**src/hdl/wsil_pkg.sv**
```systemverilog
// Shared constants for the interpolating waveshaper.
`timescale 1ns / 1ps

package wsil_pkg;

    // Default sizing of the curve store and of the sample path.
    localparam int MAX_CURVE_DEF    = 1024;
    localparam int SAMPLE_WIDTH_DEF = 16;

    // Fixed field widths.
    localparam int INDEX_W = 10;
    localparam int LEN_W   = 11;

    // Configuration port sizing and register map (word index = paddr >> 2).
    localparam int PADDR_W = 3;
    localparam int PDATA_W = 32;
    localparam int REGIDX_W = PADDR_W - 2;
    localparam logic [REGIDX_W-1:0] REG_SHAPE_LEN = '0;

    // Item commands.
    localparam logic CMD_SAMPLE = 1'b0;
    localparam logic CMD_WRITE  = 1'b1;

endpackage

```
**src/hdl/wsil_cfg.sv**
```systemverilog
// Configuration register block: curve length and its derived lookup controls.
`timescale 1ns / 1ps

module wsil_cfg #(
    parameter int MAX_CURVE = wsil_pkg::MAX_CURVE_DEF
) (
    input  logic                          clk,
    input  logic                          rst_n,
    input  logic                          psel,
    input  logic                          penable,
    input  logic                          pwrite,
    input  logic [wsil_pkg::PADDR_W-1:0]  paddr,
    input  logic [wsil_pkg::PDATA_W-1:0]  pwdata,
    output logic [wsil_pkg::PDATA_W-1:0]  prdata,
    output logic                          pready,
    output logic                          passthru,
    output logic [$clog2(MAX_CURVE)-1:0]  len_m1
);

    localparam int AW = $clog2(MAX_CURVE);

    logic [wsil_pkg::LEN_W-1:0]    shape_len_reg;
    logic [wsil_pkg::REGIDX_W-1:0] reg_idx;
    logic                          wr_en;
    logic [31:0]                   len_eff;

    assign pready  = 1'b1;
    assign reg_idx = paddr[wsil_pkg::PADDR_W-1:2];
    assign wr_en   = psel && penable && pwrite && pready;

    // Register write on the access cycle.
    always_ff @(posedge clk or negedge rst_n)
    begin
        if (!rst_n)
        begin
            shape_len_reg <= '0;
        end
        else if (wr_en && (reg_idx == wsil_pkg::REG_SHAPE_LEN))
        begin
            shape_len_reg <= pwdata[wsil_pkg::LEN_W-1:0];
        end
    end

    // Read data.
    assign prdata = (reg_idx == wsil_pkg::REG_SHAPE_LEN) ?
                    wsil_pkg::PDATA_W'(shape_len_reg) : '0;

    // The length in use saturates at the store depth; zero selects pass-through.
    always_comb
    begin
        if (32'(shape_len_reg) > 32'(MAX_CURVE))
        begin
            len_eff = 32'(MAX_CURVE);
        end
        else
        begin
            len_eff = 32'(shape_len_reg);
        end
    end

    assign passthru = (len_eff == 32'd0);
    assign len_m1   = AW'(len_eff - 32'd1);

endmodule

```
**config.mk**
```make
export PLATFORM = sky130hd
export DESIGN_NAME = wsil_cfg
export DESIGN_NICKNAME = d
export VERILOG_FILES = /design/src/hdl/wsil_pkg.sv /design/src/hdl/wsil_cfg.sv
export SDC_FILE = /design/constraint.sdc
export NUM_CORES = 1
export LEC_CHECK = 0
export ABC_AREA = 1
export BUFFER_PORTS_ARGS = -buffer_cell sky130_fd_sc_hd__buf_4
export CORE_MARGIN = 10
export CORE_UTILIZATION = 34
export DETAILED_ROUTE_END_ITERATION = 16
export PLACE_DENSITY = 0.76
export SLEW_MARGIN = 15
export SYNTH_ARGS = -nofsm -noshare
export SYNTH_HDL_FRONTEND = slang
export SYNTH_SLANG_ARGS = --single-unit
```
**constraint.sdc**
```tcl
create_clock -name clk -period 1.7 [get_ports clk]
set_input_delay 0.255 -clock clk [delete_from_list [all_inputs] [get_ports clk]]
set_output_delay 0.255 -clock clk [all_outputs]
set_load 0.01 [all_outputs]
```
# Word-level counts from Yosys, hierarchy flattened
# Index checks and enable logic that the tools add are counted.
[word_totals]
regBits = 11
latch_bits = 0
ramBits = 0
romBits = 0
inputBits = 40
out_inout_bits = 44
word_cells = 10
memories = 0
[op_classes]
n_addsub = 1
n_mul = 0
div = 0
n_lt_le_gt_ge = 1
eq_ne = 0
shift = 0
n_mux = 2
n_bitwise = 1
n_reduce_logical = 4
[op_table]
columns = ["operator", "count"]
rows = [
  ["$logic_not A32 Y1", 1],
  ["$mux W11", 2],
  ["$gt A11 B11 Y1 const B", 1],
  ["$sub A10 B1 Y10 const B", 1],
  ["$logic_and A1 B1 Y1", 3],
  ["$not A1 Y1", 1],
]

# Longest topological paths before layout
# Gate-level depths: netlist of run 1.
[logic_depth]
word_depth = 3
ltp_mapped = 12
mapped_depth_nobuf = 11

# Least setup slack after synthesis of run 1
# OpenSTA, ideal clock, no wires.
[synth_path]
kind = "register -> output"
from = "register shape_len_reg[8] in the netlist's numbering"
to = "output port len_m1[8]"
arrival_ns = 1.755
required_time_ns = 1.445
setup_slack_ns = -0.310
path_stages_with_launch = 13
n_path_buf = 1
cell_sequence = "dfrtp_1 nor2_1 nand3_2 o21bai_4 buf_6 nand2_1 ha_1 nand2_1 nor2_2 inv_2 nor2_4 nand2_2 xor2_1"
[synth_between]
elab_chain_cells = 3
[synth_rtl]
columns = ["item", "line", "rtl"]
rows = [
  ["from (decl)", "wsil_cfg.sv:22", "logic [wsil_pkg::LEN_W-1:0] shape_len_reg;"],
  ["from (signal assigned)", "wsil_cfg.sv:40", "shape_len_reg <= pwdata[wsil_pkg::LEN_W-1:0];"],
  ["$gt A11 B11 Y1", "wsil_cfg.sv:51", "if (32'(shape_len_reg) > 32'(MAX_CURVE))"],
  ["$mux W11 (*)", "wsil_cfg.sv:51", ""],
  ["$sub A10 B1 Y10 (*)", "wsil_cfg.sv:62", "assign len_m1 = AW'(len_eff - 32'd1);"],
  ["to (decl)", "wsil_cfg.sv:17", "output logic [$clog2(MAX_CURVE)-1:0] len_m1"],
]
# Mark *: on every way between the ends. The rest lies on a longest branch, timed or not.

# Worst setup path in the final report of run 1
[layout_path]
from = "register shape_len_reg[0] in the netlist's numbering"
to = "output port len_m1[8]"
# The elaborated chain is that of the path after synthesis.

==> out/qor.yml, run 1 <==
route:
  drt-pass1-iter-count: 4
  wl_per_cell_microns: 12.21
  vias: 971
  vias_per_cell: 4.335
  drt_wl_total_microns: 2735
  drtAntennaViolNets: 0
  drc_errors: 0
  drt_iter0_drc: 14
setup_path:
  required_ns: 1.44
  worst-r2r-setup-slack_ns: 0.86
  end_kind: "primary output"
  path_max_fanout: 3
  crit_top_cell: "nand2_2"
  crit_path_end: "len_m1[8]"
  slowest_delay_ns: 0.44
  crit_type: "reg -> out"
  crit-reg2reg-capture: "shape_len_reg[1]"
  r2r.worst_path.cells: 3
  cp-startpoint: "shape_len_reg[0]"
  cp.depth: 12
  critPathLaunchType: "flop"
  crit_buf_inv: 2
  crit_family: "simple AND/OR/NAND/NOR gates"
  cp_data_arrival_time_ns: 1.90
  r2r-start: "shape_len_reg[1]"
  crit_chain: "nor2_8 > nand3_4 > o21bai_4 > nand2_2 > ha_4 > nand2_2 > nor2_2 > inv_2 > nor2_4 > nand2_4 > xor2_2 > buf_4"
  crit_slowest_cell: "dfrtp_2"
final_layout:
  diodes: 0
  largest_reg_flops: 11
  nets: 235
  area_growth_pct: 50.64
  drive_above_1_share: 0.4508
  design_area_sq_um: 1474
worst_hold_path:
  hold_class: "in -> reg"
  hold_path_depth: 3
logic_synthesis:
  async_flop_share: 1.000
  synthesis.area_sq_um: 978.4
  ys_seq_area_frac: 0.2813
  yosysTopAreaCell: "dfrtp_1"
  synth_cells: 136
  synth_most_common_cell: "nor2_1"
  syn_area_per_cell_sq_um: 7.194
  yosys.area.top_type_share: 0.2813
  synthTopCellsByArea: "dfrtp_1, buf_4, nor2_1"
  synth_common_cells: "nor2_1, buf_4, inv_1, nand2_1"
  ys_types: 27
  synth-main-ff-cell: "dfrtp_1"
  synth-edff-count: 0
  synth_seq_cells: 11
  yosysWarningCount: 0
outcome:
  status: "complete, but fails checks"
  violations: "negative setup slack"
clocking:
  cts_tree: "yes"
  cts_made_buffers: 3
  clk_path_buf_depth: 2
  cts.htree.levels: 1
  cts_sinks: 11
  path_clk_slew_ns: 0.06
  clk_latency_ns: 0.26
  root_buffer: "clkbuf_4"
die:
  fp.dieH_microns: 73.65
  io_pins: 84
  core_area_sq_um: 2758
  die_area_sq_um: 5424
  start_util: 0.3548
  row_count: 19
  floorplan.die.width_microns: 73.65
global_routing:
  gr-total-overflow: 0
  grt_pass1_vias: 972
  grt_start_max_net_pins: 16
  grt_pass1_wl_microns: 4229
  antenna_found_initial: 0
  grt_usage: 0.09662
placement:
  port-buffer-count: 38
  pre_cts_slack_ns: -0.2554
  post-dp-hpwl_microns: 2256
  place_congestion: 0.8176
  placed_area_sq_um: 1354
sta:
  clock_skew_ns: 0
  max_freq_mhz: 464.0
  setup_viol: 10
  grt_setup_unrepaired: "true"
  maxSlewViolCount: 0
  finalHoldViolCount: 0
  worst_slack_ns: -0.4553
  min_period_over_period: 1.268
  layout_min_cycle_time_ns: 2.155
power:
  p_leak_nw: 0.7974
  vdd_drop_max_mv: 0.5455
  power_per_cell_area_nw_per_um2: 968.8
run:
  cap_violations: 0
==> through the flow <==
stage | cells | power [mW] | hold WS [ns] | utilization | TNS [ns]
4_1_cts | 221 | 1.403 | 0.2383 | 0.5177 | -3.395
3_5_place_dp | 215 | 1.188 | 0.09397 | 0.4909 | -0.9730
5_1_grt | 224 | 1.554 | 0.2389 | 0.5345 | -4.522
2_1_floorplan | 156 | 0.8447 | -0.04059 | - | -0.6629
6_report | 224 | 1.428 | 0.2378 | 0.5345 | -3.433
3_3_place_gp | 215 | 1.175 | 0.09266 | 0.4909 | -0.7040
==> layout make-up <==
type	count	area, sq um
clock buffer	4	26.28
tap	31	38.79
timing repair buffer	59	464.2
multi-input combinational	102	603.1
fill	279	1284
sequential	11	277.8
inverter	17	63.81
==> metal layers <==
metal  wire length (microns)  track usage  vias up
li1                        -            -      488
met3                     256      0.03769        7
met5                       0            0        -
met1                    1050       0.1130      438
met2                    1379       0.1515       38
met4                      48      0.04348        0
==> report_power, final <==
part,leakage [nW],internal (mW),total (mW),switching (mW)
logic,0.667,0.449,0.902,0.452
registers,0.116,0.313,0.357,0.0444
clock network,0.0150,0.0907,0.169,0.0785
==> how the worst min path moves through the flow <==
stage                   start                to  slack, ns
floorplan               rst_n  shape_len_reg[0]      -0.04
global placement        rst_n  shape_len_reg[9]       0.09
detailed placement      rst_n  shape_len_reg[9]       0.09
CTS                 pwdata[0]  shape_len_reg[0]       0.24
global route        pwdata[0]  shape_len_reg[0]       0.24
finish              pwdata[0]  shape_len_reg[0]       0.24
==> logic make-up after synthesis <==
group                      count (synthesis)  synth area share
and+or+nand+nor                           55            0.2737
buffers and inverters                     43            0.2570
AOI/OAI and AO/OA                         19            0.1228
DFF                                       11            0.2813
xor gates and xnor gates                   5           0.04477
other                                      2          0.007675
adders and majority gates                  1           0.01279
==> placed cells by master, fill, tap and decap left out, drive strengths merged <==
cell type	instances
inv	17
nand3	4
nor2	32
nand3b	1
o21ai	6
xor2	3
ha	1
a21oi	11
nor4	1
dlygate4sd3	1
o41ai	1
xnor2	2
buf	58
nand4	1
clkbuf	4
nand2	16
dfrtp	11
conb	22
o21bai	1
==> worst register-to-register path: stages (launching register included) <==
cell and delay (ns):
dfrtp_2 0.45, buf_4 0.16, inv_1 0.06, a21oi_1 0.06
==> timing repair <==
| action | 4_1_cts | 5_1_grt |
|---|---|---|
| gates resized for setup | 8 | 5 |
| endpoints found under the hold margin | 11 | 0 |
| hold buffers | 1 | 0 |
| setup endpoints to repair | 11 | 11 |
| buffers inserted | 1 | 3 |
| pin swaps | 3 | 2 |
(Power assumes the default switching activity.)
==> run 2, diff against run 1 <==
--- a/config.mk
+++ b/config.mk
@@ -9,7 +9,10 @@
 export BUFFER_PORTS_ARGS = -buffer_cell sky130_fd_sc_hd__buf_4
 export CORE_MARGIN = 10
 export CORE_UTILIZATION = 34
+export CTS_CLUSTER_SIZE = 30
 export DETAILED_ROUTE_END_ITERATION = 16
+export GPL_TIMING_DRIVEN = 0
+export HOLD_SLACK_MARGIN = 0.02
 export PLACE_DENSITY = 0.76
 export SLEW_MARGIN = 15
 export SYNTH_ARGS = -nofsm -noshare
==> out/qor.yml, run 2 (synthesized netlist as in run 1, its figures left out) <==
outcome:
  status: "complete, but fails checks"
  violations: "negative setup slack"
global_routing:
  antenna_found_initial: 0  # unchanged
  grt_start_max_net_pins: 12  # -4
  gr-total-overflow: 0  # unchanged
  grt_usage: 0.09954  # +0.002921
  grt_pass1_wl_microns: 4429  # +4.7%
  grt_pass1_vias: 1006  # +3.5%
route:
  vias_per_cell: 4.105  # -5.3%
  drc_errors: 0  # unchanged
  vias: 1018  # +4.8%
  drtAntennaViolNets: 0  # unchanged
  drt_iter0_drc: 10  # -4
  drt_wl_total_microns: 2928  # +7.1%
  drt-pass1-iter-count: 4  # unchanged
  wl_per_cell_microns: 11.81  # -3.3%
die:
  start_util: 0.3548  # unchanged
  row_count: 19  # unchanged
  io_pins: 84  # unchanged
  core_area_sq_um: 2758  # unchanged
  die_area_sq_um: 5424  # unchanged
  fp.dieH_microns: 73.65  # unchanged
  floorplan.die.width_microns: 73.65  # unchanged
sta:
  min_period_over_period: 1.280  # +0.01221
  worst_slack_ns: -0.4760  # -0.02076 ns
  finalHoldViolCount: 0  # unchanged
  layout_min_cycle_time_ns: 2.176  # +0.02076 ns
  grt_setup_unrepaired: "true"
  hold_slack_ns: 0.2298  # -0.007964 ns
  setup_viol: 11  # +1
  clock_skew_ns: 0  # unchanged
  max_freq_mhz: 459.6  # -0.95%
  maxSlewViolCount: 0  # unchanged
clocking:
  cts.htree.levels: 1  # unchanged
  path_clk_slew_ns: 0.07  # about the same
  root_buffer: "clkbuf_4"
  cts_made_buffers: 3  # unchanged
  clk_path_buf_depth: 2  # unchanged
  cts_tree: "yes"
  clk_latency_ns: 0.27  # about the same
  cts_sinks: 11  # unchanged
final_layout:
  design_area_sq_um: 1667  # +13%
  diodes: 0  # unchanged
  nets: 259  # +10%
  instances_no_fill: 248  # +11%
  layout_common_cells: "buf_4, nor2_1, conb_1"
  layout_commonest_cell: "buf_4"
  largest_reg_flops: 11  # unchanged
  drive_above_1_share: 0.5253  # +0.07457
  area_growth_pct: 70.33
placement:
  post-dp-hpwl_microns: 2233  # -1.0%
  port-buffer-count: 38  # unchanged
  place_congestion: 0.8038  # -1.7%
  dp_cells: 225  # +4.7%
  placed_area_sq_um: 1421  # +5.0%
setup_path:
  crit-reg2reg-capture: "shape_len_reg[1]"
  cp_data_arrival_time_ns: 1.92  # +0.02 ns
  path_max_fanout: 3  # unchanged
  crit_type: "reg -> out"
  r2r-start: "shape_len_reg[1]"
  r2r.worst_path.cells: 3  # unchanged
  end_kind: "primary output"
  critPathLaunchType: "flop"
  required_ns: 1.44  # about the same
  worst-r2r-setup-slack_ns: 0.84  # -0.02 ns
worst_hold_path:
  hold_class: "in -> reg"
  hold_path_depth: 3  # unchanged
  hold_end: "shape_len_reg[7]"
  hold_path_startpoint: "pwdata[7]"
power:
  power_per_cell_area_nw_per_um2: 909.6  # -6.1%
  p_leak_nw: 0.9204  # +15%
  vdd_drop_max_mv: 0.6011  # +10%
run:
  cap_violations: 0  # unchanged
==> run 2: metal layers <==
| metal | track usage | wire [microns] |
|---|---|---|
| met1 | 0.1073 | 1132 |
| met4 | 0.03106 | 22 |
| met5 | 0 | 0 |
| met2 | 0.1667 | 1457 |
| met3 | 0.04845 | 315 |
==> run 2: repair_timing <==
action                     in CTS  in global routing
pin swaps                       7                  0
hold buffers                    1                  0
resized for setup              14                  7
hold endpoints to repair       11                  0
setup endpoints to repair      11                 11
setup buffers                  16                  3
==> run 2: layout make-up <==
class	count	area [sq um]
fillers	255	1091
multi-input cells	102	623.1
repair buffers	57	441.7
flip-flops and latches	11	282.8
plain buffers	26	187.7
inverters	17	66.31
well taps	31	38.79
clock buffers	4	26.28
==> run 2: worst max-delay path by stage <==
stage | from | slack (ns) | to | cells past startpoint
floorplan | shape_len_reg[1] | -0.22 | len_m1[8] | 12
global placement | shape_len_reg[8] | -0.35 | len_m1[8] | 13
detailed placement | shape_len_reg[9] | -0.37 | len_m1[8] | 13
CTS | shape_len_reg[0] | -0.49 | len_m1[8] | 13
global route | shape_len_reg[0] | -0.58 | len_m1[8] | 13
finish | shape_len_reg[0] | -0.48 | len_m1[8] | 13
==> run 2: critical path, stage by stage, from the launching register on <==
cell and delay [ns]:
dfrtp_2 0.44, nor2_8 0.14, nand3_4 0.07, o21bai_4 0.12
buf_6 0.13, nand2_4 0.05, ha_4 0.15, nand2_2 0.05
nor2_2 0.03, inv_2 0.07, nor2_4 0.05, nand2_4 0.08
xor2_2 0.12, buf_4 0.13
==> run 2: stage by stage <==
stage	setup slack, ns	power (mW)	setup TNS (ns)	util
2_1_floorplan	-0.2173	0.8447	-0.6629	-
4_1_cts	-0.4872	1.481	-3.173	0.5889
3_3_place_gp	-0.3543	1.125	-1.345	0.5154
3_5_place_dp	-0.3707	1.134	-1.421	0.5154
5_1_grt	-0.5779	1.635	-4.183	0.6044
6_report	-0.4760	1.516	-3.200	0.6044
==> run 2: where the power goes <==
group / leakage, nW / switching (mW) / total [mW] / internal (mW)
Combinational: 0.793 / 0.470 / 0.971 / 0.501
Clock: 0.0150 / 0.0854 / 0.176 / 0.0910
Sequential: 0.113 / 0.0527 / 0.369 / 0.316
==> run 3, diff against run 2 <==
--- a/config.mk
+++ b/config.mk
@@ -7,13 +7,15 @@
 export LEC_CHECK = 0
 export ABC_AREA = 1
 export BUFFER_PORTS_ARGS = -buffer_cell sky130_fd_sc_hd__buf_4
+export CELL_PAD_IN_SITES_DETAIL_PLACEMENT = 0
+export CELL_PAD_IN_SITES_GLOBAL_PLACEMENT = 1
 export CORE_MARGIN = 10
-export CORE_UTILIZATION = 34
+export CORE_UTILIZATION = 22
 export CTS_CLUSTER_SIZE = 30
 export DETAILED_ROUTE_END_ITERATION = 16
 export GPL_TIMING_DRIVEN = 0
 export HOLD_SLACK_MARGIN = 0.02
-export PLACE_DENSITY = 0.76
+export PLACE_DENSITY_LB_ADDON = 0.1
 export SLEW_MARGIN = 15
 export SYNTH_ARGS = -nofsm -noshare
 export SYNTH_HDL_FRONTEND = slang
==> out/qor.yml, run 3 (synthesized netlist as in run 1, its figures left out) <==
outcome:
  status: "complete, but fails checks"
  violations: "negative setup slack"
final_layout:
  diodes: 0  # unchanged
  design_area_sq_um: 1769  # +6.2%
  fin_util: 0.4091  # -0.1952
  instances_no_fill: 273  # +10%
  layout_commonest_cell: "buf_4"
  layout_common_cells: "buf_4, nor2_1, conb_1"
  nets: 263  # +1.5%
  largest_reg_flops: 11  # unchanged
  drive_above_1_share: 0.5339  # +0.008591
  area_growth_pct: 80.82
die:
  die_area_sq_um: 7515  # +39%
  fp.dieH_microns: 86.69  # +18%
  io_pins: 84  # unchanged
  core_area_sq_um: 4324  # +57%
  floorplan.die.width_microns: 86.69  # +18%
  row_count: 24  # +5
  start_util: 0.2263  # -0.1285
setup_path:
  cp_data_arrival_time_ns: 1.90  # -0.02 ns
  required_ns: 1.44  # about the same
  end_kind: "primary output"
  path_max_fanout: 3  # unchanged
  critPathLaunchType: "flop"
  crit_type: "reg -> out"
global_routing:
  grt_pass1_vias: 1129  # +12%
  gr-total-overflow: 0  # unchanged
  grt_usage: 0.08176  # -0.01778
  grt_pass1_wl_microns: 5030  # +14%
  grt_start_max_net_pins: 12  # unchanged
  antenna_found_initial: 0  # unchanged
route:
  drtAntennaViolNets: 0  # unchanged
  vias: 1031  # +1.3%
  drt-pass1-iter-count: 4  # unchanged
  drt_wl_total_microns: 3143  # +7.3%
  wl_per_cell_microns: 11.51  # -2.5%
  drt_iter0_drc: 19  # +9
  drc_errors: 0  # unchanged
  vias_per_cell: 3.777  # -8.0%
sta:
  finalHoldViolCount: 0  # unchanged
  worst_slack_ns: -0.4554  # +0.02065 ns
  max_freq_mhz: 464.0  # +0.96%
  clock_skew_ns: 0  # unchanged
  maxSlewViolCount: 0  # unchanged
  min_period_over_period: 1.268  # -0.01215
  layout_min_cycle_time_ns: 2.155  # -0.02065 ns
  grt_setup_unrepaired: "true"
  timing.setup.tns_ns: -3.349  # -0.1487 ns
  setup_viol: 10  # -1
clocking:
  clk_latency_ns: 0.23  # -0.04 ns
  clk_path_buf_depth: 2  # unchanged
  cts.htree.levels: 1  # unchanged
  cts_tree: "yes"
  path_clk_slew_ns: 0.05  # -0.02 ns
  cts_sinks: 11  # unchanged
  cts_made_buffers: 3  # unchanged
  root_buffer: "clkbuf_8"
placement:
  port-buffer-count: 38  # unchanged
  dp_cells: 246  # +9.3%
  post-dp-hpwl_microns: 2518  # +13%
  place_congestion: 0.7391  # -8.0%
  pre_cts_slack_ns: -0.4078  # -0.03713 ns
  placed_area_sq_um: 1448  # +1.8%
power:
  power_frac_comb: 0.619  # -0.021
  vdd_drop_max_mv: 0.2141  # -64%
  power_frac_seq: 0.228  # -0.015
  p_leak_nw: 0.9477  # +3.0%
  power_per_cell_area_nw_per_um2: 917.6  # +0.88%
  netSwitchingFraction: 0.3818  # -0.01926
  p_int_mw: 1.004  # +11%
  clockPowerShare: 0.154  # +0.038
  switchingPower_uw: 619.8  # +1.9%
worst_hold_path:
  hold_class: "in -> reg"
run:
  cap_violations: 0  # unchanged
-- run 3: changes by cell type in the layout (fill, tap and decap cells not counted), moves of 2 or more --
cell      before  now
buf_6          4   10
clkbuf_4       3    0
clkbuf_8       0    3
buf_4         75   73
xnor2_1        0    2
xnor2_2        2    0
-- run 3: cell type report --
cell class | instances | area, sq um
buffer | 26 | 187.7
clock buffer | 4 | 45.04
fill | 487 | 2555
inverter | 17 | 66.31
multi-input combinational | 102 | 628.1
sequential | 11 | 282.8
tap | 52 | 65.06
timing repair buffer | 61 | 494.2
-- run 3: worst paths after layout --
check | from | end | slack, ns | depth (start not counted)
setup / recovery | shape_len_reg[0] | len_m1[8] | -0.46 | 13
hold / removal | pwdata[5] | shape_len_reg[5] | 0.28 | 3
setup reg to reg | shape_len_reg[7] | shape_len_reg[7] | 0.83 | 3
hold reg to reg | shape_len_reg[3] | shape_len_reg[3] | 0.60 | 2
max in group asynchronous | rst_n | shape_len_reg[6] | 1.15 | 2
min in group asynchronous | rst_n | shape_len_reg[1] | 0.39 | 2
-- run 3: routing by layer --
layer / wire [microns] / GRT usage / up-vias
li1: - / - / 544
met5: 0 / 0 / -
met1: 1179 / 0.08131 / 452
met3: 201 / 0.02064 / 4
met2: 1718 / 0.1530 / 31
met4: 42 / 0.03976 / 0
-- run 3: critical path, cell delays in order, from the launching register on --
cell,delay [ns]
dfrtp_2,0.43
nor2_8,0.13
nand3_4,0.08
o21bai_4,0.14
buf_6,0.14
nand2_4,0.05
ha_4,0.15
nand2_2,0.05
nor2_2,0.04
inv_2,0.08
nor2_4,0.05
nand2_4,0.08
xor2_2,0.12
buf_4,0.13
-- run 3: through the flow --
step / power [mW] / hold slack [ns]
5_1_grt: 1.765 / 0.2913
4_1_cts: 1.608 / 0.2685
3_5_place_dp: 1.145 / 0.09576
6_report: 1.623 / 0.2751
3_3_place_gp: 1.139 / 0.09619
2_1_floorplan: 0.8447 / -0.04059
-- run 3: timing repair --
item | CTS | global route
buffers inserted | 21 | 2
endpoints found under the hold margin | 11 | 0
resized for setup | 21 | 8
pin swaps | 11 | 4
endpoints found under the setup margin | 11 | 11
hold buffers | 1 | 0
-- run 3: power by group through the flow --
stage | Sequential, mW | Combinational (mW) | Clock (mW)
3_5_place_dp | 0.404 | 0.741 | 0
2_1_floorplan | 0.384 | 0.461 | 0
3_3_place_gp | 0.405 | 0.734 | 0
4_1_cts | 0.366 | 0.983 | 0.259
5_1_grt | 0.377 | 1.11 | 0.273
6_report | 0.370 | 1.00 | 0.250
